[src/sv/slrc_pkg.sv]
// Shared types and constants for the lock motor ramp controller.
// No dependencies; imported by slrc_core and solenoid_lock_ramp_controller.
`default_nettype none

package slrc_pkg;

  // Item opcodes
  localparam logic [1:0] OP_TICK   = 2'd0;
  localparam logic [1:0] OP_LOCK   = 2'd1;
  localparam logic [1:0] OP_UNLOCK = 2'd2;

  // Register indexes (word address on the configuration port)
  localparam logic [2:0] REG_ENABLE      = 3'd0;
  localparam logic [2:0] REG_PWM_PERIOD  = 3'd1;
  localparam logic [2:0] REG_DUTY_STEP   = 3'd2;
  localparam logic [2:0] REG_CLOSE_SETTLE = 3'd3;
  localparam logic [2:0] REG_OPEN_SETTLE = 3'd4;

  // Register reset values
  localparam logic        RST_ENABLE       = 1'b1;
  localparam logic [15:0] RST_PWM_PERIOD   = 16'd1000;
  localparam logic [7:0]  RST_DUTY_STEP    = 8'd3;
  localparam logic [15:0] RST_CLOSE_SETTLE = 16'd75;
  localparam logic [15:0] RST_OPEN_SETTLE  = 16'd50;

  localparam logic [15:0] AGE_MAX = 16'hFFFF;

  typedef enum logic [2:0] {
    ST_INITIAL = 3'd0,
    ST_OPEN    = 3'd1,
    ST_CLOSING = 3'd2,
    ST_CLOSED  = 3'd3,
    ST_OPENING = 3'd4
  } lock_state_t;

  typedef struct packed {
    logic [1:0] opcode;
    logic       feedback_closed;
  } in_item_t;

  typedef struct packed {
    logic [2:0]  lock_state;
    logic [15:0] close_drive;
    logic [15:0] open_drive;
  } out_item_t;

  typedef struct packed {
    logic        enable;
    logic [15:0] pwm_period;
    logic [7:0]  duty_step;
    logic [15:0] close_settle_ms;
    logic [15:0] open_settle_ms;
  } cfg_t;

endpackage

`default_nettype wire

[src/sv/slrc_core.sv]
// Motion state, duty ramp and feedback age tracking for the lock controller.
// Depends on slrc_pkg; updates state once per fired transaction.
`default_nettype none

module slrc_core import slrc_pkg::*; #(
  parameter int DUTY_WIDTH = 16
) (
  input  wire logic      clk,
  input  wire logic      rst_n,
  input  wire logic      fire,
  input  wire in_item_t  item,
  input  wire cfg_t      cfg,
  output out_item_t      result
);

  localparam int LW = (DUTY_WIDTH > 16) ? DUTY_WIDTH : 16;
  localparam logic [LW-1:0] WMAX = LW'({DUTY_WIDTH{1'b1}});

  lock_state_t           state_r, state_nxt;
  logic [DUTY_WIDTH-1:0] duty_r, duty_nxt;
  logic                  closed_seen_r, closed_seen_nxt;
  logic                  opened_seen_r, opened_seen_nxt;
  logic [15:0]           closed_age_r, closed_age_nxt;
  logic [15:0]           opened_age_r, opened_age_nxt;

  logic [LW-1:0]         period_w;
  logic [DUTY_WIDTH-1:0] lim;
  logic [DUTY_WIDTH:0]   ramp;
  logic [DUTY_WIDTH-1:0] duty_cap;
  logic                  moving;

  // Ramp ceiling: pwm_period, clipped to what the duty register holds
  always_comb begin
    period_w = LW'(cfg.pwm_period);
    lim      = (period_w > WMAX) ? DUTY_WIDTH'(WMAX) : DUTY_WIDTH'(period_w);
    ramp     = {1'b0, duty_r} + (DUTY_WIDTH+1)'(cfg.duty_step);
    moving   = (state_r == ST_CLOSING) || (state_r == ST_OPENING);
  end

  // Next state
  always_comb begin
    state_nxt       = state_r;
    duty_nxt        = duty_r;
    closed_seen_nxt = closed_seen_r;
    opened_seen_nxt = opened_seen_r;
    closed_age_nxt  = closed_age_r;
    opened_age_nxt  = opened_age_r;
    case (item.opcode)
      OP_TICK: begin
        if (cfg.enable) begin
          if (closed_seen_r) begin
            closed_age_nxt = (closed_age_r == AGE_MAX) ? AGE_MAX : closed_age_r + 16'd1;
          end
          if (opened_seen_r) begin
            opened_age_nxt = (opened_age_r == AGE_MAX) ? AGE_MAX : opened_age_r + 16'd1;
          end
          if (!moving) begin
            duty_nxt = '0;
          end else begin
            duty_nxt = (ramp > {1'b0, lim}) ? lim : ramp[DUTY_WIDTH-1:0];
            if (item.feedback_closed) begin
              opened_seen_nxt = 1'b0;
              if (!closed_seen_r) begin
                closed_seen_nxt = 1'b1;
                closed_age_nxt  = '0;
              end
            end else begin
              closed_seen_nxt = 1'b0;
              if (!opened_seen_r) begin
                opened_seen_nxt = 1'b1;
                opened_age_nxt  = '0;
              end
            end
            // Finish once the level has held for the settle time
            if (state_r == ST_CLOSING && item.feedback_closed &&
                closed_age_nxt >= cfg.close_settle_ms) begin
              state_nxt = ST_CLOSED;
              duty_nxt  = '0;
            end else if (state_r == ST_OPENING && !item.feedback_closed &&
                         opened_age_nxt >= cfg.open_settle_ms) begin
              state_nxt = ST_OPEN;
              duty_nxt  = '0;
            end
          end
        end
      end
      OP_LOCK: begin
        if (state_r != ST_CLOSING && state_r != ST_CLOSED) begin
          state_nxt = ST_CLOSING;
          duty_nxt  = '0;
        end
      end
      OP_UNLOCK: begin
        if (state_r != ST_OPENING && state_r != ST_OPEN) begin
          state_nxt = ST_OPENING;
          duty_nxt  = '0;
        end
      end
      default: begin
      end
    endcase
  end

  // Outputs: drive follows the updated state, capped at the ceiling
  always_comb begin
    duty_cap           = (duty_nxt > lim) ? lim : duty_nxt;
    result.lock_state  = state_nxt;
    result.close_drive = '0;
    result.open_drive  = '0;
    if (cfg.enable) begin
      if (state_nxt == ST_CLOSING) begin
        result.close_drive = 16'(duty_cap);
      end else if (state_nxt == ST_OPENING) begin
        result.open_drive = 16'(duty_cap);
      end
    end
  end

  always_ff @(posedge clk) begin
    if (!rst_n) begin
      state_r       <= ST_INITIAL;
      duty_r        <= '0;
      closed_seen_r <= 1'b0;
      opened_seen_r <= 1'b0;
      closed_age_r  <= '0;
      opened_age_r  <= '0;
    end else if (fire) begin
      state_r       <= state_nxt;
      duty_r        <= duty_nxt;
      closed_seen_r <= closed_seen_nxt;
      opened_seen_r <= opened_seen_nxt;
      closed_age_r  <= closed_age_nxt;
      opened_age_r  <= opened_age_nxt;
    end
  end

endmodule

`default_nettype wire

[src/sv/solenoid_lock_ramp_controller.sv]
// Top level of the lock motor ramp controller: channels, registers, pipeline.
// Depends on slrc_pkg and slrc_core.
`default_nettype none

// Each transaction on the input channel is a 1 ms tick carrying the feedback
// switch level, or a lock or unlock request; each yields exactly one result
// transaction with the lock state and the duty for the close and open motor
// inputs. The block takes one transaction per clock cycle while in_stall is
// low; an accepted transaction waits in the input register, then the single
// state update writes its result into the output register. Throughput is set
// by that update of the motion state, duty and feedback ages. A stalled output
// holds both stages, and in_stall rises only while the input register is full
// and cannot move forward. Registers sit at byte addresses 0 (enable),
// 4 (pwm_period), 8 (duty_step), 12 (close_settle_ms) and 16 (open_settle_ms);
// write them only while no transaction is in flight.

module solenoid_lock_ramp_controller import slrc_pkg::*; #(
  parameter int DUTY_WIDTH = 16
) (
  input  wire logic        clk,
  input  wire logic        rst_n,
  // input channel
  input  wire logic        in_valid,
  output logic             in_stall,
  input  wire in_item_t    in_item,
  // result channel
  output logic             out_valid,
  input  wire logic        out_stall,
  output out_item_t        out_item,
  // configuration port
  input  wire logic        psel,
  input  wire logic        penable,
  input  wire logic        pwrite,
  input  wire logic [4:0]  paddr,
  input  wire logic [31:0] pwdata,
  output logic [31:0]      prdata,
  output logic             pready
);

  cfg_t      cfg_r;
  logic      s1_valid_r;
  in_item_t  s1_item_r;
  logic      out_valid_r;
  out_item_t out_item_r;
  out_item_t core_result;
  logic      advance;
  logic      fire;
  logic      cfg_wr;
  logic [2:0] reg_idx;

  // Register file
  assign pready  = 1'b1;
  assign reg_idx = paddr[4:2];
  assign cfg_wr  = psel && penable && pwrite;

  always_ff @(posedge clk) begin
    if (!rst_n) begin
      cfg_r.enable          <= RST_ENABLE;
      cfg_r.pwm_period      <= RST_PWM_PERIOD;
      cfg_r.duty_step       <= RST_DUTY_STEP;
      cfg_r.close_settle_ms <= RST_CLOSE_SETTLE;
      cfg_r.open_settle_ms  <= RST_OPEN_SETTLE;
    end else if (cfg_wr) begin
      case (reg_idx)
        REG_ENABLE:       cfg_r.enable          <= pwdata[0];
        REG_PWM_PERIOD:   cfg_r.pwm_period      <= pwdata[15:0];
        REG_DUTY_STEP:    cfg_r.duty_step       <= pwdata[7:0];
        REG_CLOSE_SETTLE: cfg_r.close_settle_ms <= pwdata[15:0];
        REG_OPEN_SETTLE:  cfg_r.open_settle_ms  <= pwdata[15:0];
        default: begin
        end
      endcase
    end
  end

  // Read back; unmapped addresses return zero
  always_comb begin
    case (reg_idx)
      REG_ENABLE:       prdata = {31'd0, cfg_r.enable};
      REG_PWM_PERIOD:   prdata = {16'd0, cfg_r.pwm_period};
      REG_DUTY_STEP:    prdata = {24'd0, cfg_r.duty_step};
      REG_CLOSE_SETTLE: prdata = {16'd0, cfg_r.close_settle_ms};
      REG_OPEN_SETTLE:  prdata = {16'd0, cfg_r.open_settle_ms};
      default:          prdata = '0;
    endcase
  end

  // Pipeline control: advance when the output register is free or drains
  assign advance  = !out_valid_r || !out_stall;
  assign fire     = s1_valid_r && advance;
  assign in_stall = s1_valid_r && !advance;

  // Input register: hold while stalled, refill whenever it moves on
  always_ff @(posedge clk) begin
    if (!rst_n) begin
      s1_valid_r <= 1'b0;
    end else if (!in_stall) begin
      s1_valid_r <= in_valid;
    end
  end

  always_ff @(posedge clk) begin
    if (!in_stall && in_valid) begin
      s1_item_r <= in_item;
    end
  end

  slrc_core #(
    .DUTY_WIDTH (DUTY_WIDTH)
  ) u_core (
    .clk    (clk),
    .rst_n  (rst_n),
    .fire   (fire),
    .item   (s1_item_r),
    .cfg    (cfg_r),
    .result (core_result)
  );

  // Output register: load on fire, drop valid once taken
  always_ff @(posedge clk) begin
    if (!rst_n) begin
      out_valid_r <= 1'b0;
    end else if (advance) begin
      out_valid_r <= fire;
    end
  end

  always_ff @(posedge clk) begin
    if (fire) begin
      out_item_r <= core_result;
    end
  end

  assign out_valid = out_valid_r;
  assign out_item  = out_item_r;

endmodule

`default_nettype wire

[config.mk]
export PLATFORM = sky130hd
export DESIGN_NAME = solenoid_lock_ramp_controller
export DESIGN_NICKNAME = d
export VERILOG_FILES = /design/src/sv/slrc_pkg.sv /design/src/sv/slrc_core.sv /design/src/sv/solenoid_lock_ramp_controller.sv
export SDC_FILE = /design/constraint.sdc
export NUM_CORES = 1
export LEC_CHECK = 0
export BUFFER_PORTS_ARGS = -buffer_cell sky130_fd_sc_hd__buf_2
export CORE_ASPECT_RATIO = 0.5
export CORE_MARGIN = 8
export CORE_UTILIZATION = 30
export DETAILED_ROUTE_END_ITERATION = 16
export GPL_TIMING_DRIVEN = 1
export HOLD_SLACK_MARGIN = 0.12
export PLACE_DENSITY = 0.57
export SLEW_MARGIN = 40
export SYNTH_ARGS = -nofsm -noshare
export SYNTH_HDL_FRONTEND = slang
export SYNTH_SLANG_ARGS = --single-unit
[constraint.sdc]
create_clock -name clk -period 8.6 [get_ports clk]
set_input_delay 2.58 -clock clk [delete_from_list [all_inputs] [get_ports clk]]
set_output_delay 2.58 -clock clk [all_outputs]
set_load 0.03 [all_outputs]
[After elaboration in Yosys (flattened, before gate mapping)]
Cells that the tools add are included.
Operators by class
  $add $sub $neg: 3
  magnitude comparators: 5
  eq/ne operators: 16
  mux-type cells: 36
  bitwise logic cells: 2
  reductions and logical operators: 29
Operators by type and width (count)
  $mux W16: 25
  $pmux W16 S5: 1
  $pmux W16 S3: 1
  $add A16 B1 Y16 const B: 2
  $eq A16 B16 Y1 const B: 2
  $ge A16 B16 Y1: 2
  $mux W3: 6
  $add A16 B8 Y17: 1
  $gt A17 B16 Y1: 1
  $gt A16 B16 Y1: 1
  $gt A16 B16 Y1 const B: 1
  $eq A3 B2 Y1 const B: 4
  $reduce_and A2 Y1: 6
  $logic_and A1 B1 Y1: 11
  $eq A3 B3 Y1 const B: 3
  $pmux W3 S3: 1
  $ne A3 B2 Y1 const B: 2
  $logic_not A1 Y1: 5
  $reduce_and A4 Y1: 1
  $eq A3 B1 Y1 const B: 1
  $logic_not A3 Y1: 1
  $ne A3 B1 Y1 const B: 1
  $ne A3 B3 Y1 const B: 1
  $reduce_and A3 Y1: 1
  7 further kinds: 10
Word-level totals
  register bits after elaboration: 150
  input bits: 47
  output and inout port bits: 70
  word-level logic and storage cells: 109

[Depth between registers and ports, before layout]
  depth in word-level cells: 18
  gate-level depth with buffers: 29

[Modules after synthesis]
A second synthesis with hierarchy kept.
Second synthesis, totals
  cells, all modules: 1240
  area total of the unflattened synthesis: 10301.1 µm²
By module, submodules not included
  slrc_core: times used 1, cells each 887, area each 6299.8 µm², seq. area each 1061.0 µm²
  solenoid_lock_ramp_controller: times used 1, cells each 353, area each 4001.3 µm², seq. area each 2322.2 µm²

[Worst setup path before layout]
OpenSTA, ideal clock, no wires.
  path kind: in2out
  start point: in paddr[3]
  end point: out prdata[0]
  arrival: 3.961 ns
  required time: 6.020 ns
  slack: 2.059 ns
  cell stages on the path: 4
  path buffers: 2
  path through: clkbuf_1 > clkbuf_1 > mux2i_1 > o22ai_1
On the way
  word-level cells in the longest chain between the ends: 2
RTL lines
  start, declared: RTL line solenoid_lock_ramp_controller.sv:34  | input wire logic [4:0] paddr,
  $eq A3 B3 Y1 (tied with other cells): RTL line solenoid_lock_ramp_controller.sv:78  | case (reg_idx)
  $pmux W16 S5 *: RTL line solenoid_lock_ramp_controller.sv:78
  end, declared: RTL line solenoid_lock_ramp_controller.sv:36  | output logic [31:0] prdata,
Every way passes the cells marked *; elsewhere a longest branch is shown, timed or not.

[Final worst setup path]
  start point: reg u_core.duty_r[0]
  end point: reg out_item_r (netlist bit out_item[16]) (data pin)
On the way
  word-level cells in the longest chain between the ends: 10
RTL lines
  start, declared: RTL line slrc_core.sv:20  | logic [DUTY_WIDTH-1:0] duty_r, duty_nxt;
  start signal, assigned: RTL line slrc_core.sv:129  | duty_r <= duty_nxt;
  $add A16 B8 Y17 *: RTL line slrc_core.sv:36  | ramp = {1'b0, duty_r} + (DUTY_WIDTH+1)'(cfg.duty_step);
  $gt A17 B16 Y1: RTL line slrc_core.sv:60  | duty_nxt = (ramp > {1'b0, lim}) ? lim : ramp[DUTY_WIDTH-1:0];
  $mux W16 *: RTL line slrc_core.sv:60
  $mux W16 *: RTL line slrc_core.sv:79  | end else if (state_r == ST_OPENING && !item.feedback_closed &&
  $mux W16 *: RTL line slrc_core.sv:75  | if (state_r == ST_CLOSING && item.feedback_closed &&
  $mux W16 *: RTL line slrc_core.sv:57  | if (!moving) begin
  $mux W16 *: RTL line slrc_core.sv:50  | if (cfg.enable) begin
  $pmux W16 S3 *: RTL line slrc_core.sv:48  | case (item.opcode)
  named net u_core.duty_nxt[4]: RTL line slrc_core.sv:20
  $gt A16 B16 Y1 *: RTL line slrc_core.sv:106  | duty_cap = (duty_nxt > lim) ? lim : duty_nxt;
  $mux W16 *: RTL line slrc_core.sv:106
  end signal, assigned: RTL line solenoid_lock_ramp_controller.sv:130  | out_item_r <= core_result;
  end, declared: RTL line solenoid_lock_ramp_controller.sv:44  | out_item_t out_item_r;
Mark *: on every way through the listed nets, which the timed path passes. The rest lies on a longest branch.
A chain may end at the register's enable or synchronous reset.

==> metrics.cfg <==
[outcome]
status = finished, final reports clean

[placement]
portBuffers = 81
dp_cells = 1683
post-dp-hpwl_um = 20850
gp_congestion = 0.8663

[grt]
use_met3_pct = 2.346
grt_pass1_wl_um = 45480
grt_overflow_total = 0
grt_max_degree = 102
antenna_found_initial = 0
first_global_vias = 8304
grt-busiest-layer = met2
grtUsageTotal_pct = 14.26
gr-usage-met1_pct = 18.65
global_route.usage.met2_pct = 23.98

[clock_tree]
ctsResizeCount = 0
cts_made_buffers = 17
clk_latency_ns = 0.43
cts-root-buf = clkbuf_16
cts.sinks = 150
htree_levels = 4
cts-hold-fix-buffers = 0
path_clk_slew_ns = 0.06
cts_setup_buffers = 0
clk_path_buf_depth = 2
cts_tree = built

[synthesis]
synthCells = 1215
synth-main-ff-cell = dfxtp_1
ys_types = 83
synth_top_area_share_pct = 22.50
syn_area_mm2 = 0.009963
synth_most_common_cell = nand2_1
yosysWarningCount = 0
yosysTopAreaCell = dfxtp_1
synthTopCellsByCount = 180 x nand2_1, 112 x dfxtp_1, 93 x a21oi_1
netlist_top_cells_area = dfxtp_1 23%, edfxtp_1 11%, ha_1 9.3%
synth.avg_cell_area_um2 = 8.200
async_reset_ff_share_pct = 0
yosysSeqAreaShare_pct = 33.96
synth_edf_count = 38
ys_seq_elements = 150

[drt]
via_count = 8671
first_pass_iters = 7
first_iter_violations = 604
drc_errors = 0
antenna_left = 0
routed_wl_um = 28580
drt-wirelength-per-cell_um = 16.66
viasPerCell = 5.056

[critical_path]
cpMaxStageDelayCell = a222oi_1
cpMostUsedCell = ha_1
worst_setup_path_start_kind = register
worstSetupPathType = register to register
critPathRequiredTime_ns = 8.76
worstPathArrival_ns = 7.39
path_buf_inv = 2
cp_top_family = compound AO/OA/AOI/OAI gates
crit_fanout = 10
critPathMaxStageDelay_ns = 0.62
endpoint_kind = register

[sta]
hold_ws_ns = 0.4664
fmax_ghz = 0.1383
min_period_ns = 7.233
setup_viol = 0
maxSlewViolCount = 0
finalCritPeriodShare_pct = 84.10
fin_setup_tns_ns = 0
slew_headroom_pct = 44.67
rsz0062_at_grt = false
final-hold-violation-count = 0
tightestPinTransition_ns = 0.8299
skew_ns = 0.01117

[power]
power_density_mw_per_mm2 = 148.4
vdd_drop_max_v = 0.00009760
leakagePower_uw = 0.004263

[flow_run]
maxCapViolCount = 0

[die]
chipWidth_um = 273.7
die-area_mm2 = 0.03965
start_util_pct = 30.31
ios = 117
rows = 47
core_area_mm2 = 0.03287
die_h_um = 144.9

[cells_and_area]
seq_area_mm2 = 0.003383
num_antenna_cells = 0
fin_nets = 1383
syn2layout_area_growth_pct = 13.61
nFillCells = 3431
utilization_pct = 34.43
multi_input_area_mm2 = 0.006043
layout-drive-gt1-share_pct = 12.40
finalNonFillerCells = 1715

[min_path]
hp-class = register to register

==> cell usage in the layout, fill, tap and decap left out, types with 9 or more instances in the layout <==
master / synthesis / routed
o21ai_0: 78 / 78
inv_1: 67 / 67
buf_2: 6 / 81
a22oi_1: 16 / 16
a21oi_1: 93 / 92
ha_1: 74 / 74
nand3_1: 22 / 21
mux2i_1: 20 / 20
xnor2_1: 17 / 17
conb_1: 2 / 17
clkbuf_16: 0 / 18
a21o_1: 9 / 9
dfxtp_1: 112 / 112
and3_1: 18 / 18
nand2_1: 180 / 180
nor2_1: 73 / 72
xor2_1: 16 / 16
a21boi_0: 46 / 45
o21ai_1: 12 / 12
nand4_1: 19 / 19
o211ai_1: 19 / 19
edfxtp_1: 38 / 38
o22ai_1: 17 / 17
nand2b_1: 21 / 21
nor2b_1: 43 / 42
==> cell type report <==
class | instances | area share, %
Inverter | 69 | 2.288
Timing Repair Buffer | 89 | 4.145
Clock buffer | 22 | 4.377
Clock inverter | 10 | 1.039
Multi-Input combinational cell | 934 | 53.39
Tap cell | 441 | 4.875
Sequential cell | 150 | 29.89
==> where the power goes <==
group          internal, µW  switching [µW]
registers               734            8.70
clock network           469             313
logic                  44.0             111
total                  1250             433
==> logic make-up (layout without fill, tap and decap cells) <==
| group | after synthesis | in the layout | synth area share, % |
|---|---|---|---|
| other | 2 | 17 | 0.07538 |
| multiplexers | 20 | 20 | 2.009 |
| XOR/XNOR | 33 | 33 | 2.901 |
| AO/OA/AOI/OAI | 360 | 360 | 23.82 |
| adder cells (fa/ha/maj) | 75 | 75 | 9.494 |
| buffers and inverters | 146 | 190 | 6.405 |
| AND/OR/NAND/NOR | 429 | 429 | 21.34 |
| flip-flops | 150 | 150 | 33.96 |
==> layer usage <==
metal / share of wire [%] / wire [µm] / vias up
met5: 0 / 0 / -
met2: 47 / 13430 / 179
met4: 2.0 / 580 / 0
li1: - / - / 4388
met1: 47 / 13420 / 4067
met3: 4.0 / 1140 / 37
==> path summary, 6_finish.rpt <==
check | startpoint | to | slack (ns) | cells past startpoint
setup / recovery | u_core.duty_r[0] | out_item[16] | 1.37 | 27
setup reg to reg | u_core.duty_r[0] | out_item[16] | 1.37 | 27
hold / removal | cfg_r[42] | cfg_r[42] | 0.47 | 2
hold reg to reg | cfg_r[42] | cfg_r[42] | 0.47 | 2
==> worst min-delay path, stage by stage, from the launching register on <==
cell and delay, ns:
dfxtp_1 0.31, nand2_1 0.05, a21boi_0 0.06
==> metrics by stage <==
stage	area (µm²)	setup WS (ns)	total power (µW)
3_5_place_dp	10700	1.413	913.7
4_1_cts	11310	1.345	1694
3_3_place_gp	10680	1.393	912.0
2_1_floorplan	10020	2.059	869.8
5_1_grt	11320	0.7923	1736
6_report	11320	1.367	1680
==> sequential cells by signal, summed over array words and instances, names as in the netlist <==
| name | count |
|---|---|
| cfg_r | 57 |
| out_item | 35 |
| out_valid | 1 |
| s1_item_r | 3 |
| s1_valid_r | 1 |
| u_core.closed_age_r | 16 |
| u_core.closed_seen_r | 1 |
| u_core.duty_r | 16 |
| u_core.opened_age_r | 16 |
| u_core.opened_seen_r | 1 |
| u_core.state_r | 3 |
Note: power is estimated with default switching activity, not from simulation.
